[config.mk]
export PLATFORM = sky130hd
export DESIGN_NAME = linear_interp_upsampler
export DESIGN_NICKNAME = d
export VERILOG_FILES = /design/src/hdl/lip_pkg.sv /design/src/hdl/lip_front.sv /design/src/hdl/lip_queue.sv /design/src/hdl/lip_back.sv /design/src/hdl/linear_interp_upsampler.sv
export SDC_FILE = /design/constraint.sdc
export NUM_CORES = 1
export LEC_CHECK = 0
export BUFFER_PORTS_ARGS = -buffer_cell sky130_fd_sc_hd__buf_4
export CAP_MARGIN = 20
export CORE_ASPECT_RATIO = 1.4
export CORE_MARGIN = 2
export CORE_UTILIZATION = 35
export CTS_CLUSTER_DIAMETER = 60
export CTS_CLUSTER_SIZE = 16
export DETAILED_ROUTE_END_ITERATION = 10
export MAX_ROUTING_LAYER = met4
export PLACE_DENSITY = 0.49
export SLEW_MARGIN = 20
export SYNTH_ARGS = -nofsm -noshare
export SYNTH_HDL_FRONTEND = slang
export SYNTH_HIERARCHICAL = 1
export SYNTH_SLANG_ARGS = --single-unit
[constraint.sdc]
create_clock -name clk -period 4.4 [get_ports clk]
set_input_delay 0.44 -clock clk [delete_from_list [all_inputs] [get_ports clk]]
set_output_delay 0.44 -clock clk [all_outputs]
set_load 0.05 [all_outputs]
[src/hdl/lip_pkg.sv]
// ----------------------------------------------------------------------------
// lip_pkg
// Shared types and constants of the linear interpolation upsampler.
// ----------------------------------------------------------------------------
package lip_pkg;

  localparam int SAMPLE_W       = 16;
  localparam int FACTOR_W       = 6;
  localparam int FRAC_W         = 16;
  localparam int DEF_MAX_FACTOR = 32;
  localparam int QUEUE_DEPTH    = 2;
  localparam int CFG_ADDR_W     = 2;
  localparam int CFG_DATA_W     = 32;

  // register indexes
  localparam int REG_FACTOR = 0;

  typedef struct packed {
    logic signed [SAMPLE_W-1:0] sample;
    logic                       last_sample;
  } in_item_t;

  typedef struct packed {
    logic signed [SAMPLE_W-1:0] value;
    logic                       last_out;
  } out_item_t;

  // one interval to interpolate, from front to back
  typedef struct packed {
    logic signed [SAMPLE_W-1:0] prev;
    logic signed [SAMPLE_W-1:0] cur;
    logic                       last;
  } cmd_t;

endpackage

[src/hdl/lip_front.sv]
// ----------------------------------------------------------------------------
// lip_front
// Takes input requests, keeps the previous sample of the vector and turns
// each sample after the first into an interval command for the back end.
// ----------------------------------------------------------------------------
module lip_front (
  input  logic              clk,
  input  logic              rst_n,
  input  logic              in_valid,
  output logic              in_ready,
  input  lip_pkg::in_item_t in_data,
  output logic              cmd_valid,
  input  logic              cmd_ready,
  output lip_pkg::cmd_t     cmd_data
);
  import lip_pkg::*;

  logic signed [SAMPLE_W-1:0] prev_r;
  logic                       have_prev_r;
  logic                       in_fire;

  // stall input only when the queue cannot take a command
  assign in_ready = cmd_ready;
  assign in_fire  = in_valid && in_ready;

  // a command only when an earlier sample of this vector exists
  assign cmd_valid     = in_fire && have_prev_r;
  assign cmd_data.prev = prev_r;
  assign cmd_data.cur  = in_data.sample;
  assign cmd_data.last = in_data.last_sample;

  // previous sample tracking
  always_ff @(posedge clk) begin
    if (!rst_n) begin
      prev_r      <= '0;
      have_prev_r <= 1'b0;
    end else if (in_fire) begin
      prev_r      <= in_data.sample;
      have_prev_r <= !in_data.last_sample;
    end
  end

endmodule

[src/hdl/lip_queue.sv]
// ----------------------------------------------------------------------------
// lip_queue
// Short command queue between front and back end.
// ----------------------------------------------------------------------------
module lip_queue (
  input  logic          clk,
  input  logic          rst_n,
  input  logic          push_valid,
  output logic          push_ready,
  input  lip_pkg::cmd_t push_data,
  output logic          pop_valid,
  input  logic          pop_ready,
  output lip_pkg::cmd_t pop_data
);
  import lip_pkg::*;

  localparam int PTR_W = (QUEUE_DEPTH > 1) ? $clog2(QUEUE_DEPTH) : 1;
  localparam int CNT_W = $clog2(QUEUE_DEPTH + 1);

  cmd_t             entry_r [QUEUE_DEPTH];
  logic [PTR_W-1:0] wr_ptr_r, wr_ptr_nxt;
  logic [PTR_W-1:0] rd_ptr_r, rd_ptr_nxt;
  logic [CNT_W-1:0] cnt_r, cnt_nxt;
  logic             push, pop;

  assign push_ready = (cnt_r != CNT_W'(QUEUE_DEPTH));
  assign pop_valid  = (cnt_r != '0);
  assign pop_data   = entry_r[rd_ptr_r];
  assign push       = push_valid && push_ready;
  assign pop        = pop_valid && pop_ready;

  // pointer and fill count update
  always_comb begin
    wr_ptr_nxt = wr_ptr_r;
    rd_ptr_nxt = rd_ptr_r;
    cnt_nxt    = cnt_r;
    if (push) begin
      wr_ptr_nxt = (wr_ptr_r == PTR_W'(QUEUE_DEPTH - 1)) ? '0 : wr_ptr_r + 1'b1;
    end
    if (pop) begin
      rd_ptr_nxt = (rd_ptr_r == PTR_W'(QUEUE_DEPTH - 1)) ? '0 : rd_ptr_r + 1'b1;
    end
    if (push && !pop) begin
      cnt_nxt = cnt_r + 1'b1;
    end else if (pop && !push) begin
      cnt_nxt = cnt_r - 1'b1;
    end
  end

  always_ff @(posedge clk) begin
    if (!rst_n) begin
      wr_ptr_r <= '0;
      rd_ptr_r <= '0;
      cnt_r    <= '0;
    end else begin
      wr_ptr_r <= wr_ptr_nxt;
      rd_ptr_r <= rd_ptr_nxt;
      cnt_r    <= cnt_nxt;
    end
  end

  // entry storage
  always_ff @(posedge clk) begin
    if (push) begin
      entry_r[wr_ptr_r] <= push_data;
    end
  end

endmodule

[src/hdl/lip_back.sv]
// ----------------------------------------------------------------------------
// lip_back
// Per interval: serial divide of the scaled difference by the factor, then one
// interpolated point per unstalled cycle by step accumulation, tail if last.
// ----------------------------------------------------------------------------
module lip_back #(
  parameter int MAX_FACTOR = lip_pkg::DEF_MAX_FACTOR
) (
  input  logic                           clk,
  input  logic                           rst_n,
  input  logic [lip_pkg::FACTOR_W-1:0]   factor,
  input  logic                           cmd_valid,
  output logic                           cmd_ready,
  input  lip_pkg::cmd_t                  cmd_data,
  output logic                           out_valid,
  input  logic                           out_ready,
  output lip_pkg::out_item_t             out_data
);
  import lip_pkg::*;

  localparam int KW     = (MAX_FACTOR > 1) ? $clog2(MAX_FACTOR) : 1;
  localparam int DIV_W  = SAMPLE_W + FRAC_W;
  localparam int DCNT_W = $clog2(DIV_W);
  localparam int ACC_W  = DIV_W + 1;

  localparam logic [1:0] ST_IDLE = 2'd0;
  localparam logic [1:0] ST_DIV  = 2'd1;
  localparam logic [1:0] ST_EMIT = 2'd2;
  localparam logic [1:0] ST_TAIL = 2'd3;

  logic [1:0]                 st_r, st_nxt;
  logic [DCNT_W-1:0]          dcnt_r;
  logic [FACTOR_W-1:0]        rem_r;
  logic [DIV_W-1:0]           quo_r;
  logic                       neg_r;
  logic signed [ACC_W-1:0]    step_r;
  logic signed [ACC_W-1:0]    acc_r;
  logic [KW-1:0]              k_r;
  logic [FACTOR_W-1:0]        f_r;
  logic signed [SAMPLE_W-1:0] cur_r;
  logic                       last_r;
  logic                       out_valid_r, out_valid_nxt;
  out_item_t                  out_data_r;

  logic [FACTOR_W-1:0]        f_eff;
  logic signed [SAMPLE_W:0]   diff;
  logic [SAMPLE_W-1:0]        mag;
  logic [FACTOR_W:0]          trial;
  logic                       ge;
  logic [DIV_W-1:0]           quo_nxt;
  logic                       slot_free;
  logic                       emit_pt, emit_tail;
  logic                       k_end;

  // clamp factor to 1..MAX_FACTOR
  always_comb begin
    if (factor == '0) begin
      f_eff = FACTOR_W'(1);
    end else if (factor > FACTOR_W'(MAX_FACTOR)) begin
      f_eff = FACTOR_W'(MAX_FACTOR);
    end else begin
      f_eff = factor;
    end
  end

  // interval difference magnitude and sign
  assign diff = {cmd_data.cur[SAMPLE_W-1], cmd_data.cur}
              - {cmd_data.prev[SAMPLE_W-1], cmd_data.prev};
  assign mag  = diff[SAMPLE_W] ? SAMPLE_W'(-diff) : diff[SAMPLE_W-1:0];

  // restoring divide, one quotient bit per cycle
  assign trial   = {rem_r, quo_r[DIV_W-1]};
  assign ge      = (trial >= {1'b0, f_r});
  assign quo_nxt = {quo_r[DIV_W-2:0], ge};

  assign cmd_ready = (st_r == ST_IDLE);
  assign slot_free = !out_valid_r || out_ready;
  assign emit_pt   = (st_r == ST_EMIT) && slot_free;
  assign emit_tail = (st_r == ST_TAIL) && slot_free;
  assign k_end     = (k_r == KW'(f_r - 1'b1));

  // sequencer
  always_comb begin
    st_nxt = st_r;
    case (st_r)
      ST_IDLE: begin
        if (cmd_valid) st_nxt = ST_DIV;
      end
      ST_DIV: begin
        if (dcnt_r == DCNT_W'(DIV_W - 1)) st_nxt = ST_EMIT;
      end
      ST_EMIT: begin
        if (emit_pt && k_end) st_nxt = last_r ? ST_TAIL : ST_IDLE;
      end
      ST_TAIL: begin
        if (emit_tail) st_nxt = ST_IDLE;
      end
      default: st_nxt = ST_IDLE;
    endcase
  end

  // output register handshake
  always_comb begin
    out_valid_nxt = out_valid_r;
    if (emit_pt || emit_tail) begin
      out_valid_nxt = 1'b1;
    end else if (out_ready) begin
      out_valid_nxt = 1'b0;
    end
  end

  always_ff @(posedge clk) begin
    if (!rst_n) begin
      st_r        <= ST_IDLE;
      out_valid_r <= 1'b0;
    end else begin
      st_r        <= st_nxt;
      out_valid_r <= out_valid_nxt;
    end
  end

  // datapath
  always_ff @(posedge clk) begin
    case (st_r)
      ST_IDLE: begin
        if (cmd_valid) begin
          quo_r  <= {mag, {FRAC_W{1'b0}}};
          rem_r  <= '0;
          dcnt_r <= '0;
          neg_r  <= diff[SAMPLE_W];
          acc_r  <= {cmd_data.prev[SAMPLE_W-1], cmd_data.prev, {FRAC_W{1'b0}}};
          cur_r  <= cmd_data.cur;
          last_r <= cmd_data.last;
          f_r    <= f_eff;
          k_r    <= '0;
        end
      end
      ST_DIV: begin
        rem_r  <= ge ? FACTOR_W'(trial - {1'b0, f_r}) : trial[FACTOR_W-1:0];
        quo_r  <= quo_nxt;
        dcnt_r <= dcnt_r + 1'b1;
        if (dcnt_r == DCNT_W'(DIV_W - 1)) begin
          step_r <= neg_r ? -$signed({1'b0, quo_nxt}) : $signed({1'b0, quo_nxt});
        end
      end
      ST_EMIT: begin
        if (emit_pt) begin
          out_data_r.value    <= acc_r[DIV_W-1:FRAC_W];
          out_data_r.last_out <= 1'b0;
          acc_r               <= acc_r + step_r;
          k_r                 <= k_r + 1'b1;
        end
      end
      ST_TAIL: begin
        if (emit_tail) begin
          out_data_r.value    <= cur_r;
          out_data_r.last_out <= 1'b1;
        end
      end
      default: ;
    endcase
  end

  assign out_valid = out_valid_r;
  assign out_data  = out_data_r;

  // point index never passes the factor
  a_k_range: assert property (@(posedge clk) disable iff (!rst_n)
    (st_r == ST_EMIT) |-> ({{(FACTOR_W+1-KW){1'b0}}, k_r} < {1'b0, f_r}))
    else $error("point index beyond factor");

  // divide always leads into point emission
  a_div_exit: assert property (@(posedge clk) disable iff (!rst_n)
    (st_r == ST_DIV && dcnt_r == DCNT_W'(DIV_W - 1)) |=> (st_r == ST_EMIT))
    else $error("divide did not hand over to emission");

  // tail point carries the last flag and nothing else does
  a_tail_flag: assert property (@(posedge clk) disable iff (!rst_n)
    (emit_pt |=> !out_data_r.last_out) and (emit_tail |=> out_data_r.last_out))
    else $error("last flag on wrong point");

  // a new interval is only taken while the sequencer is idle
  a_idle_pop: assert property (@(posedge clk) disable iff (!rst_n)
    (cmd_valid && cmd_ready) |=> (st_r == ST_DIV))
    else $error("interval taken outside idle");

endmodule

[src/hdl/linear_interp_upsampler.sv]
// ----------------------------------------------------------------------------
// linear_interp_upsampler
// Linear interpolation upsampler for signed Q1.15 sample vectors.
//
//   channel  direction  payload                      handshake
//   in_      input      sample, last_sample          in_valid / in_ready
//   out_     output     value, last_out              out_valid / out_ready
//   cfg      APB        factor at byte address 0     psel / penable / pready
//
// A sample after the first of a vector takes a serial divide and then F
// points in the back end (F = clamped factor), plus the tail point when it
// is flagged last; the serial divider sets the floor. The first sample of a
// vector is only held in the front end. A two-entry command queue lets the
// front keep taking samples while the back end works or out_ready is low.
// Reset is synchronous, active low; factor resets to 1.
// ----------------------------------------------------------------------------
module linear_interp_upsampler #(
  parameter int MAX_FACTOR = lip_pkg::DEF_MAX_FACTOR
) (
  input  logic                              clk,
  input  logic                              rst_n,
  input  logic                              in_valid,
  output logic                              in_ready,
  input  lip_pkg::in_item_t                 in_data,
  output logic                              out_valid,
  input  logic                              out_ready,
  output lip_pkg::out_item_t                out_data,
  input  logic                              psel,
  input  logic                              penable,
  input  logic                              pwrite,
  input  logic [lip_pkg::CFG_ADDR_W-1:0]    paddr,
  input  logic [lip_pkg::CFG_DATA_W-1:0]    pwdata,
  output logic [lip_pkg::CFG_DATA_W-1:0]    prdata,
  output logic                              pready
);
  import lip_pkg::*;

  logic [FACTOR_W-1:0] factor_r;
  logic                fq_valid, fq_ready;
  cmd_t                fq_data;
  logic                qb_valid, qb_ready;
  cmd_t                qb_data;
  logic                reg_hit;

  // configuration register, single word
  assign pready  = 1'b1;
  assign reg_hit = (paddr == CFG_ADDR_W'(REG_FACTOR * 4));
  assign prdata  = {{(CFG_DATA_W-FACTOR_W){1'b0}}, factor_r};

  always_ff @(posedge clk) begin
    if (!rst_n) begin
      factor_r <= FACTOR_W'(1);
    end else if (psel && penable && pwrite && pready && reg_hit) begin
      factor_r <= pwdata[FACTOR_W-1:0];
    end
  end

  lip_front u_front (
    .clk       (clk),
    .rst_n     (rst_n),
    .in_valid  (in_valid),
    .in_ready  (in_ready),
    .in_data   (in_data),
    .cmd_valid (fq_valid),
    .cmd_ready (fq_ready),
    .cmd_data  (fq_data)
  );

  lip_queue u_queue (
    .clk        (clk),
    .rst_n      (rst_n),
    .push_valid (fq_valid),
    .push_ready (fq_ready),
    .push_data  (fq_data),
    .pop_valid  (qb_valid),
    .pop_ready  (qb_ready),
    .pop_data   (qb_data)
  );

  lip_back #(
    .MAX_FACTOR (MAX_FACTOR)
  ) u_back (
    .clk       (clk),
    .rst_n     (rst_n),
    .factor    (factor_r),
    .cmd_valid (qb_valid),
    .cmd_ready (qb_ready),
    .cmd_data  (qb_data),
    .out_valid (out_valid),
    .out_ready (out_ready),
    .out_data  (out_data)
  );

endmodule

==> results of run 1 <==
[registers in the layout, indices dropped and copies added (netlist names), 6 cells and up, named ones only]
name             flops
u_back/f_r           6
u_front/prev_r      16
u_queue/entry_r     66
u_back/step_r       32
u_back/cur_r        16
factor_r             6
u_back/quo_r        32
u_back/acc_r        32
u_back/out_data     17
u_back/rem_r         6
[where the power goes]
part,internal (uW),total (uW),switching (uW)
registers,3520,3980,453
logic,1760,4300,2550
clock network,1210,2240,1030
total,6490,10500,4030
[per-layer routing]
layer  global-route usage  vias up
met4               0.0534        0
li1                     -     4432
met1                0.178     4267
met5                    -        -
met3               0.0166       44
met2                0.281      114
[cells in the final DEF (no fill, tap or decap), types with 15 or more instances in the layout]
| master | n |
|---|---|
| xor2_1 | 25 |
| nand2b_1 | 16 |
| a21o_1 | 23 |
| nor2b_1 | 16 |
| nand2_1 | 79 |
| nand4_1 | 26 |
| xnor2_1 | 59 |
| conb_1 | 27 |
| nor2_1 | 78 |
| a21oi_1 | 51 |
| nor3_1 | 19 |
| buf_4 | 73 |
| clkbuf_16 | 28 |
| mux2_2 | 49 |
| o21ai_0 | 59 |
| inv_1 | 47 |
| edfxtp_1 | 219 |
| and2_1 | 25 |
| ha_1 | 60 |
| nand3_1 | 15 |
| dfxtp_1 | 31 |
[cell usage after synthesis, types with 11 or more instances]
cell type  number  share of area
edfxtp_1      219           0.48
nand2_1        80          0.022
nor2_1         78          0.021
ha_1           60          0.055
o21ai_0        60          0.022
xnor2_1        59          0.038
a21oi_1        51          0.019
mux2_2         49          0.040
inv_1          47          0.013
buf_4          46          0.025
dfxtp_1        31          0.045
clkbuf_1       30         0.0082
nand4_1        26          0.012
and2_1         25          0.011
xor2_1         25          0.016
a21o_1         23          0.013
nor3_1         19         0.0069
nand2b_1       17         0.0077
nor2b_1        16         0.0073
nand3_1        15         0.0055
o21a_1         14         0.0076
and3_1         12         0.0055
mux2i_1        12         0.0087
o31ai_1        12         0.0065
o211ai_1       11         0.0060
[worst max path at each step]
stage / startpoint / to / slack [ns] / depth (start not counted)
after floorplan: u_back/st_r[0] / u_back/acc_r[0] / 0.38 / 4
after global placement: flop / u_back/quo_r[30] / 0.50 / 12
after detailed placement: flop / u_back/quo_r[30] / 0.49 / 12
after CTS: flop / u_back/quo_r[30] / 0.46 / 12
after global routing: flop / u_back/quo_r[30] / 0.26 / 12
final: flop / u_back/quo_r[30] / 0.50 / 12
[cells by family (layout without fill, tap and decap cells)]
family / Yosys count / count (layout)
AO/OA/AOI/OAI: 254 / 254
XOR/XNOR: 85 / 85
adder cells (fa/ha/maj): 63 / 63
buffers and inverters: 141 / 169
flip-flops: 250 / 250
multiplexers: 61 / 61
other: 2 / 27
AND/OR/NAND/NOR: 341 / 341
[through the flow]
stage               std cells  power (uW)  utilization
finish                   1772       10500        0.398
global route             1772       11300        0.398
detailed placement       1724        8370        0.375
global placement         1724        8310        0.375
CTS                      1772       10700        0.398
floorplan                1222        7300            -
[layout make-up]
type / count / area (um2) / area share
timing repair buffer: 73 / 548 / 0.0357
clock buffer: 33 / 719 / 0.0469
tap: 522 / 653 / 0.0426
inverter: 48 / 185 / 0.0121
multi-input combinational: 831 / 5890 / 0.384
clock inverter: 15 / 153 / 0.00995
sequential: 250 / 7200 / 0.469
==> flow_metrics.tcl, run 1 <==
set metrics [dict create \
    clkLatencyLatePin_ns 0.55 \
    slew_viol_final 0 \
    gp_congestion 0.830 \
    cts_buffers 26 \
    hold_viol 0 \
    synth_warnings 6 \
    crit_chain "buf_4 > mux2_2 > ha_1 > and4_1 > o211ai_1 > a211oi_1 > buf_4 > nor2_1 > xor2_1 > nand2_1 > o2111a_1 > nor4_2" \
    fp.dieH_um 239 \
    hold_slack_ns 0.0816 \
    drcViolationCount 0 \
    placed_area_mm2 0.0145 \
    worst_setup_path_start_kind "flop" \
    nets 1351 \
    post_cts_buffers 0 \
    period_needed_ns 3.90 \
    finalCritPeriodShare 0.887 \
    core-area_mm2 0.0386 \
    finalClockSkew_ns 0.0127 \
    syn_inst 1197 \
    dieArea_mm2 0.0409 \
    port_buffers 56 \
    slowest_delay_ns 0.51 \
    synth_simple_gate_area_frac 0.133 \
    cts_max_level 1 \
    fin_tns_setup_ns 0 \
    r2r_end "u_back/quo_r[30]" \
    cp_common_cell "buf_4" \
    cp.arrival_ns 4.27 \
    netlist_area_mm2 0.0138 \
    critPathMaxFanout 15 \
    min_to "u_queue/entry_r[1][13]" \
    fill_cells 3702 \
    synth_cell_types 84 \
    dr_total_vias 8857 \
    synth_xor_xnor_area_share 0.0547 \
    synth_edf_count 219 \
    cts_resized 0 \
    drive_gt1_frac 0.168 \
    r2r_slack_ns 0.50 \
    max_slew_margin 0.298 \
    synth-compound-area-share 0.124 \
    routedWlPerCell_um 17.2 \
    grtUsageTotal 0.156 \
    grt_pass1_wl_um 48400 \
    hp-start "in_data[13]" \
    path_delay_family "compound AO/OA/AOI/OAI gates" \
    required_ns 4.77 \
    grt_max_degree 54 \
    start_util 0.356 \
    syn-mean-instance-area_um2 11.5 \
    io_pins 110 \
    clockRootBuffer "clkbuf_16" \
    synth_top_family_by_area "simple AND/OR/NAND/NOR gates" \
    setup_slack_ns 0.496 \
    routed_wl_um 30500 \
    synth-seq-cells 250 \
    grt-ovfl-total 0 \
    status "finished clean" \
    whs_path_depth 1 \
    worstSetupPathType "reg -> reg" \
    cp_slowest_cell "dfxtp_1" \
    dr_wl_met2_um 16200 \
    grt_pass1_vias 8964 \
    via_per_inst 5.00 \
    synth_fa_ha_area_frac 0.0589 \
    min_path_type "in -> reg" \
    wl_met3_um 742 \
    reg2reg_depth 12 \
    drtIter0Drc 416 \
    clock_path_buffers 3 \
    grt_antenna_before_repair 0 \
    antennaDiodeCount 0 \
    dp_slack_ns 0.495 \
    drt-met1-wl_um 12600 \
    synthFlopType "edfxtp_1" \
    dpl.hpwl_um 22100 \
    rows 85 \
    path_buf_inv 2 \
    die_w_um 172 \
    p_per_area_mw_per_mm2 685 \
    holdBufCountCts 0 \
    cts_tree "done" \
    tightest_slew_ns 1.05 \
    crit_path_end_kind "flop" \
    rsz0062_at_grt "no" \
    finalInstanceArea_mm2 0.0153 \
    vdd_drop_max_v 0.000340 \
    highest_layer "met4" \
    ant_nets 0 \
    fmax_mhz 256 \
    synth-seq-area-share 0.523 \
    numClockSinks 250 \
    setup_violations 0 \
    cts.clk_slew.worst_paths_ns 0.07 \
    drv_cap 0 \
    synthArstFlopShare 0 \
    leakage_uw 0.00570 \
    syn_to_final_growth_pct 11.5 \
    first_pass_iters 4 \
    synth_mux_area_frac 0.0488 \
]
Power figures use the tool's default switching activity.
==> run 2, diff against run 1 <==
- clock period: 4.4 -> 4.2 ns (I/O delays scaled with it)
==> flow_metrics.tcl, run 2 (synthesis gave the netlist of run 1 again) <==
set metrics [dict create \
    ant_nets 0 \
    cp_slowest_cell "dfxtp_1" \
    largest_reg_flops 66 \
    numClockSinks 250 \
    drive_gt1_frac 0.160 \
    rsz0062_at_grt "no" \
    path_delay_family "compound AO/OA/AOI/OAI gates" \
    core-area_mm2 0.0386 \
    cts_resized 0 \
    grt_pass1_vias 8918 \
    routedWlPerCell_um 17.4 \
    max_slew_margin 0.306 \
    clock_path_buffers 3 \
    die_w_um 172 \
    leakage_uw 0.00562 \
    start_util 0.356 \
    crit_path_end_kind "flop" \
    finalCritPeriodShare 0.886 \
    setup_violations 0 \
    cts.clk_slew.worst_paths_ns 0.07 \
    syn_to_final_growth_pct 10.5 \
    grt_use_met3 0.0134 \
    grt_pass1_wl_um 48200 \
    first_pass_iters 5 \
    finalClockSkew_ns 0.0168 \
    clkLatencyLatePin_ns 0.53 \
    status "finished clean" \
    via_per_inst 5.01 \
    grt-ovfl-total 0 \
    rows 85 \
    antennaDiodeCount 0 \
    path_buf_inv 1 \
    critPathMaxFanout 13 \
    holdBufCountCts 0 \
    port_buffers 56 \
    final_common_cell "edfxtp_1" \
    period_needed_ns 3.72 \
    clockRootBuffer "clkbuf_16" \
    min_path_type "in -> reg" \
    fmax_mhz 269 \
    post_cts_buffers 0 \
    grt_antenna_before_repair 0 \
    nets 1347 \
    post-route-util 0.394 \
    grt_max_degree 54 \
    fin_tns_setup_ns 0 \
    cts_buffers 22 \
    cts_tree "done" \
    final_cell_mix "219 x edfxtp_1, 79 x nand2_1, 78 x nor2_1" \
    use_met1 0.177 \
    drv_cap 0 \
    fp.dieH_um 239 \
    grt_util_met2 0.287 \
    fin_cells 1764 \
    vdd_drop_max_v 0.000381 \
    required_ns 4.55 \
    p_per_area_mw_per_mm2 706 \
    slew_viol_final 0 \
    placed_area_mm2 0.0145 \
    dpl.hpwl_um 22300 \
    grt_most_used_layer "met2" \
    hold_viol 0 \
    crit_chain "buf_12 > mux2_2 > ha_1 > a21oi_1 > nand2_1 > a2111o_1 > o211ai_2 > xor2_1 > nand4_2 > o2111a_1 > nor4_2" \
    drtIter0Drc 424 \
    worstSetupPathType "reg -> reg" \
    tightest_slew_ns 1.04 \
    dr_total_vias 8835 \
    cts_max_level 1 \
    finalInstanceArea_mm2 0.0152 \
    cp.arrival_ns 4.07 \
    io_pins 110 \
    place_inst 1724 \
    slowest_delay_ns 0.49 \
    worst_setup_path_start_kind "flop" \
    dieArea_mm2 0.0409 \
    top_register "u_queue/entry_r" \
    routed_wl_um 30600 \
    gp_congestion 0.806 \
    grtUsageTotal 0.155 \
    drcViolationCount 0 \
]
## run 2: per-layer routing
| layer | up-vias | part of all wire |
|---|---|---|
| li1 | 4412 | - |
| met1 | 4264 | 0.41 |
| met2 | 117 | 0.54 |
| met3 | 42 | 0.025 |
| met4 | 0 | 0.025 |
| met5 | - | 0 |
## run 2: metrics by stage
step / hold slack (ns) / total power, uW / worst slack, ns
global placement: 0.432 / 8720 / 0.545
global route: 0.0672 / 11500 / 0.287
detailed placement: 0.441 / 8790 / 0.468
finish: 0.0819 / 10700 / 0.477
floorplan: 0.425 / 7650 / 0.183
CTS: 0.0587 / 10900 / 0.480
## run 2: layout make-up
cell class | instances | area, um2
clock inverter | 6 | 61.3
fill | 3788 | 23400
inverter | 48 | 185
sequential | 250 | 7200
clock buffer | 34 | 648
tap | 522 | 653
timing repair buffer | 73 | 561
multi-input combinational | 831 | 5890
## run 2: final timing paths
check | end | startpoint | slack [ns] | depth (start not counted)
max | u_back/quo_r[30] | flop | 0.48 | 11
min reg2reg | u_queue/entry_r[0][21] | u_front/prev_r[4] | 0.45 | 0
max reg2reg | u_back/quo_r[30] | flop | 0.48 | 11
min | u_queue/entry_r[1][11] | in_data[11] | 0.08 | 1
## run 2: power by group
group,switching [uW],internal (uW)
clock network,938,1090
registers,473,3700
logic,2680,1850
total,4090,6630
==> run 3, diff against run 2 <==
==> constraint.sdc (replaced) <==
create_clock -name clk -period 4.2 [get_ports clk]
set_input_delay 0.63 -clock clk [delete_from_list [all_inputs] [get_ports clk]]
set_output_delay 0.63 -clock clk [all_outputs]
set_load 0.05 [all_outputs]
==> flow_metrics.tcl, run 3 (synthesis gave the netlist of run 1 again) <==
set metrics [dict create \
    critPathMaxFanout 14 \
    slowest_delay_ns 0.59 \
    status "finished clean" \
    grt_pass1_vias 8907 \
    drcViolationCount 0 \
    grt_most_used_layer "met2" \
    grtUsageTotal 0.158 \
    cts_buffers 23 \
    drv_cap 0 \
    nets 1350 \
    finalClockSkew_ns 0.0164 \
    grt_util_met2 0.292 \
    drive_gt1_frac 0.162 \
    rsz0062_at_grt "no" \
    use_met1 0.181 \
    via_per_inst 4.98 \
    cts.clk_slew.worst_paths_ns 0.07 \
    routedWlPerCell_um 17.5 \
    start_util 0.356 \
    drtIter0Drc 413 \
    cts_tree "done" \
    grt_use_met3 0.0164 \
    port_buffers 56 \
    period_needed_ns 3.86 \
    cp.arrival_ns 4.22 \
    slew_viol_final 0 \
    finalInstanceArea_mm2 0.0153 \
    clkLatencyLatePin_ns 0.54 \
    die_w_um 172 \
    gp_congestion 0.835 \
    placed_area_mm2 0.0145 \
    fmax_mhz 259 \
    core-area_mm2 0.0386 \
    fin_cells 1767 \
    grt-ovfl-total 0 \
    finalCritPeriodShare 0.919 \
    post_cts_buffers 0 \
    largest_reg_flops 66 \
    cts_resized 0 \
    worst_setup_path_start_kind "flop" \
    fill_cells 3788 \
    syn_to_final_growth_pct 10.9 \
    path_buf_inv 1 \
    clockRootBuffer "clkbuf_16" \
    first_pass_iters 5 \
    tightest_slew_ns 1.02 \
    cts_max_level 1 \
    crit_chain "buf_12 > mux2_2 > ha_1 > a21oi_1 > nand2_1 > a2111o_1 > o211ai_2 > xor2_1 > nand4_2 > o2111a_1 > nor4_2" \
    hold_slack_ns 0.283 \
    clock_path_buffers 3 \
    p_total_uw 10800 \
    vdd_drop_max_v 0.000348 \
    path_delay_family "compound AO/OA/AOI/OAI gates" \
    required_ns 4.56 \
    max_slew_margin 0.321 \
    hold_viol 0 \
    fin_tns_setup_ns 0 \
    numClockSinks 250 \
    hp-start "in_data[13]" \
    grt_pass1_wl_um 49000 \
    top_register "u_queue/entry_r" \
    place_inst 1725 \
    dieArea_mm2 0.0409 \
    crit_path_end_kind "flop" \
    io_pins 110 \
    min_path_type "in -> reg" \
    rows 85 \
    fp.dieH_um 239 \
    final_cell_mix "219 x edfxtp_1, 79 x nand2_1, 78 x nor2_1" \
    grt_antenna_before_repair 0 \
    leakage_uw 0.00565 \
    setup_violations 0 \
    grt_max_degree 54 \
    dpl.hpwl_um 22300 \
    p_per_area_mw_per_mm2 709 \
    antennaDiodeCount 0 \
    cp_slowest_cell "dfxtp_1" \
    holdBufCountCts 0 \
    dr_total_vias 8804 \
    routed_wl_um 30900 \
    ant_nets 0 \
    worstSetupPathType "reg -> reg" \
    final_common_cell "edfxtp_1" \
]
[run 3: worst reg2reg max path: cells and delay by family (launching register included)]
kind / cells / cell delay, ns
AOI/OAI and AO/OA: 4 / 1.17
DFF: 1 / 0.59
and+or+nand+nor: 3 / 0.63
muxes: 1 / 0.38
adders and majority gates: 1 / 0.34
buffers and inverters: 1 / 0.22
xor gates and xnor gates: 1 / 0.34
[run 3: area by class of cell]
cell class	instances	area, um2	area share
Inverter	48	185	0.0121
Timing Repair Buffer	75	596	0.0390
Sequential cell	250	7200	0.472
Tap cell	522	653	0.0428
Clock buffer	34	648	0.0425
Multi-Input combinational cell	831	5900	0.387
Clock inverter	7	83.8	0.00549
[run 3: path summary, 6_finish.rpt]
path	endpoint	slack [ns]	cells after the start
worst max-delay path	u_back/quo_r[30]	0.34	11
worst min-delay path	u_queue/entry_r[0][13]	0.28	1
worst max register to register	u_back/quo_r[30]	0.34	11
worst min register to register	u_queue/entry_r[0][21]	0.45	0
[run 3: per-stage QoR]
step / util / setup slack [ns]
CTS: 0.394 / 0.314
global placement: 0.376 / 0.335
floorplan: - / 0.183
global route: 0.395 / 0.138
finish: 0.395 / 0.341
detailed placement: 0.376 / 0.334
[run 3: metal layers]
metal | part of all wire | vias up
met2 | 0.55 | 142
met5 | 0 | -
met4 | 0.019 | 0
li1 | - | 4403
met1 | 0.40 | 4228
met3 | 0.030 | 31
[run 3: where the power goes]
group	internal, uW	switching [uW]
Clock	1100	988
Combinational	1880	2720
Sequential	3690	446
Total	6670	4150
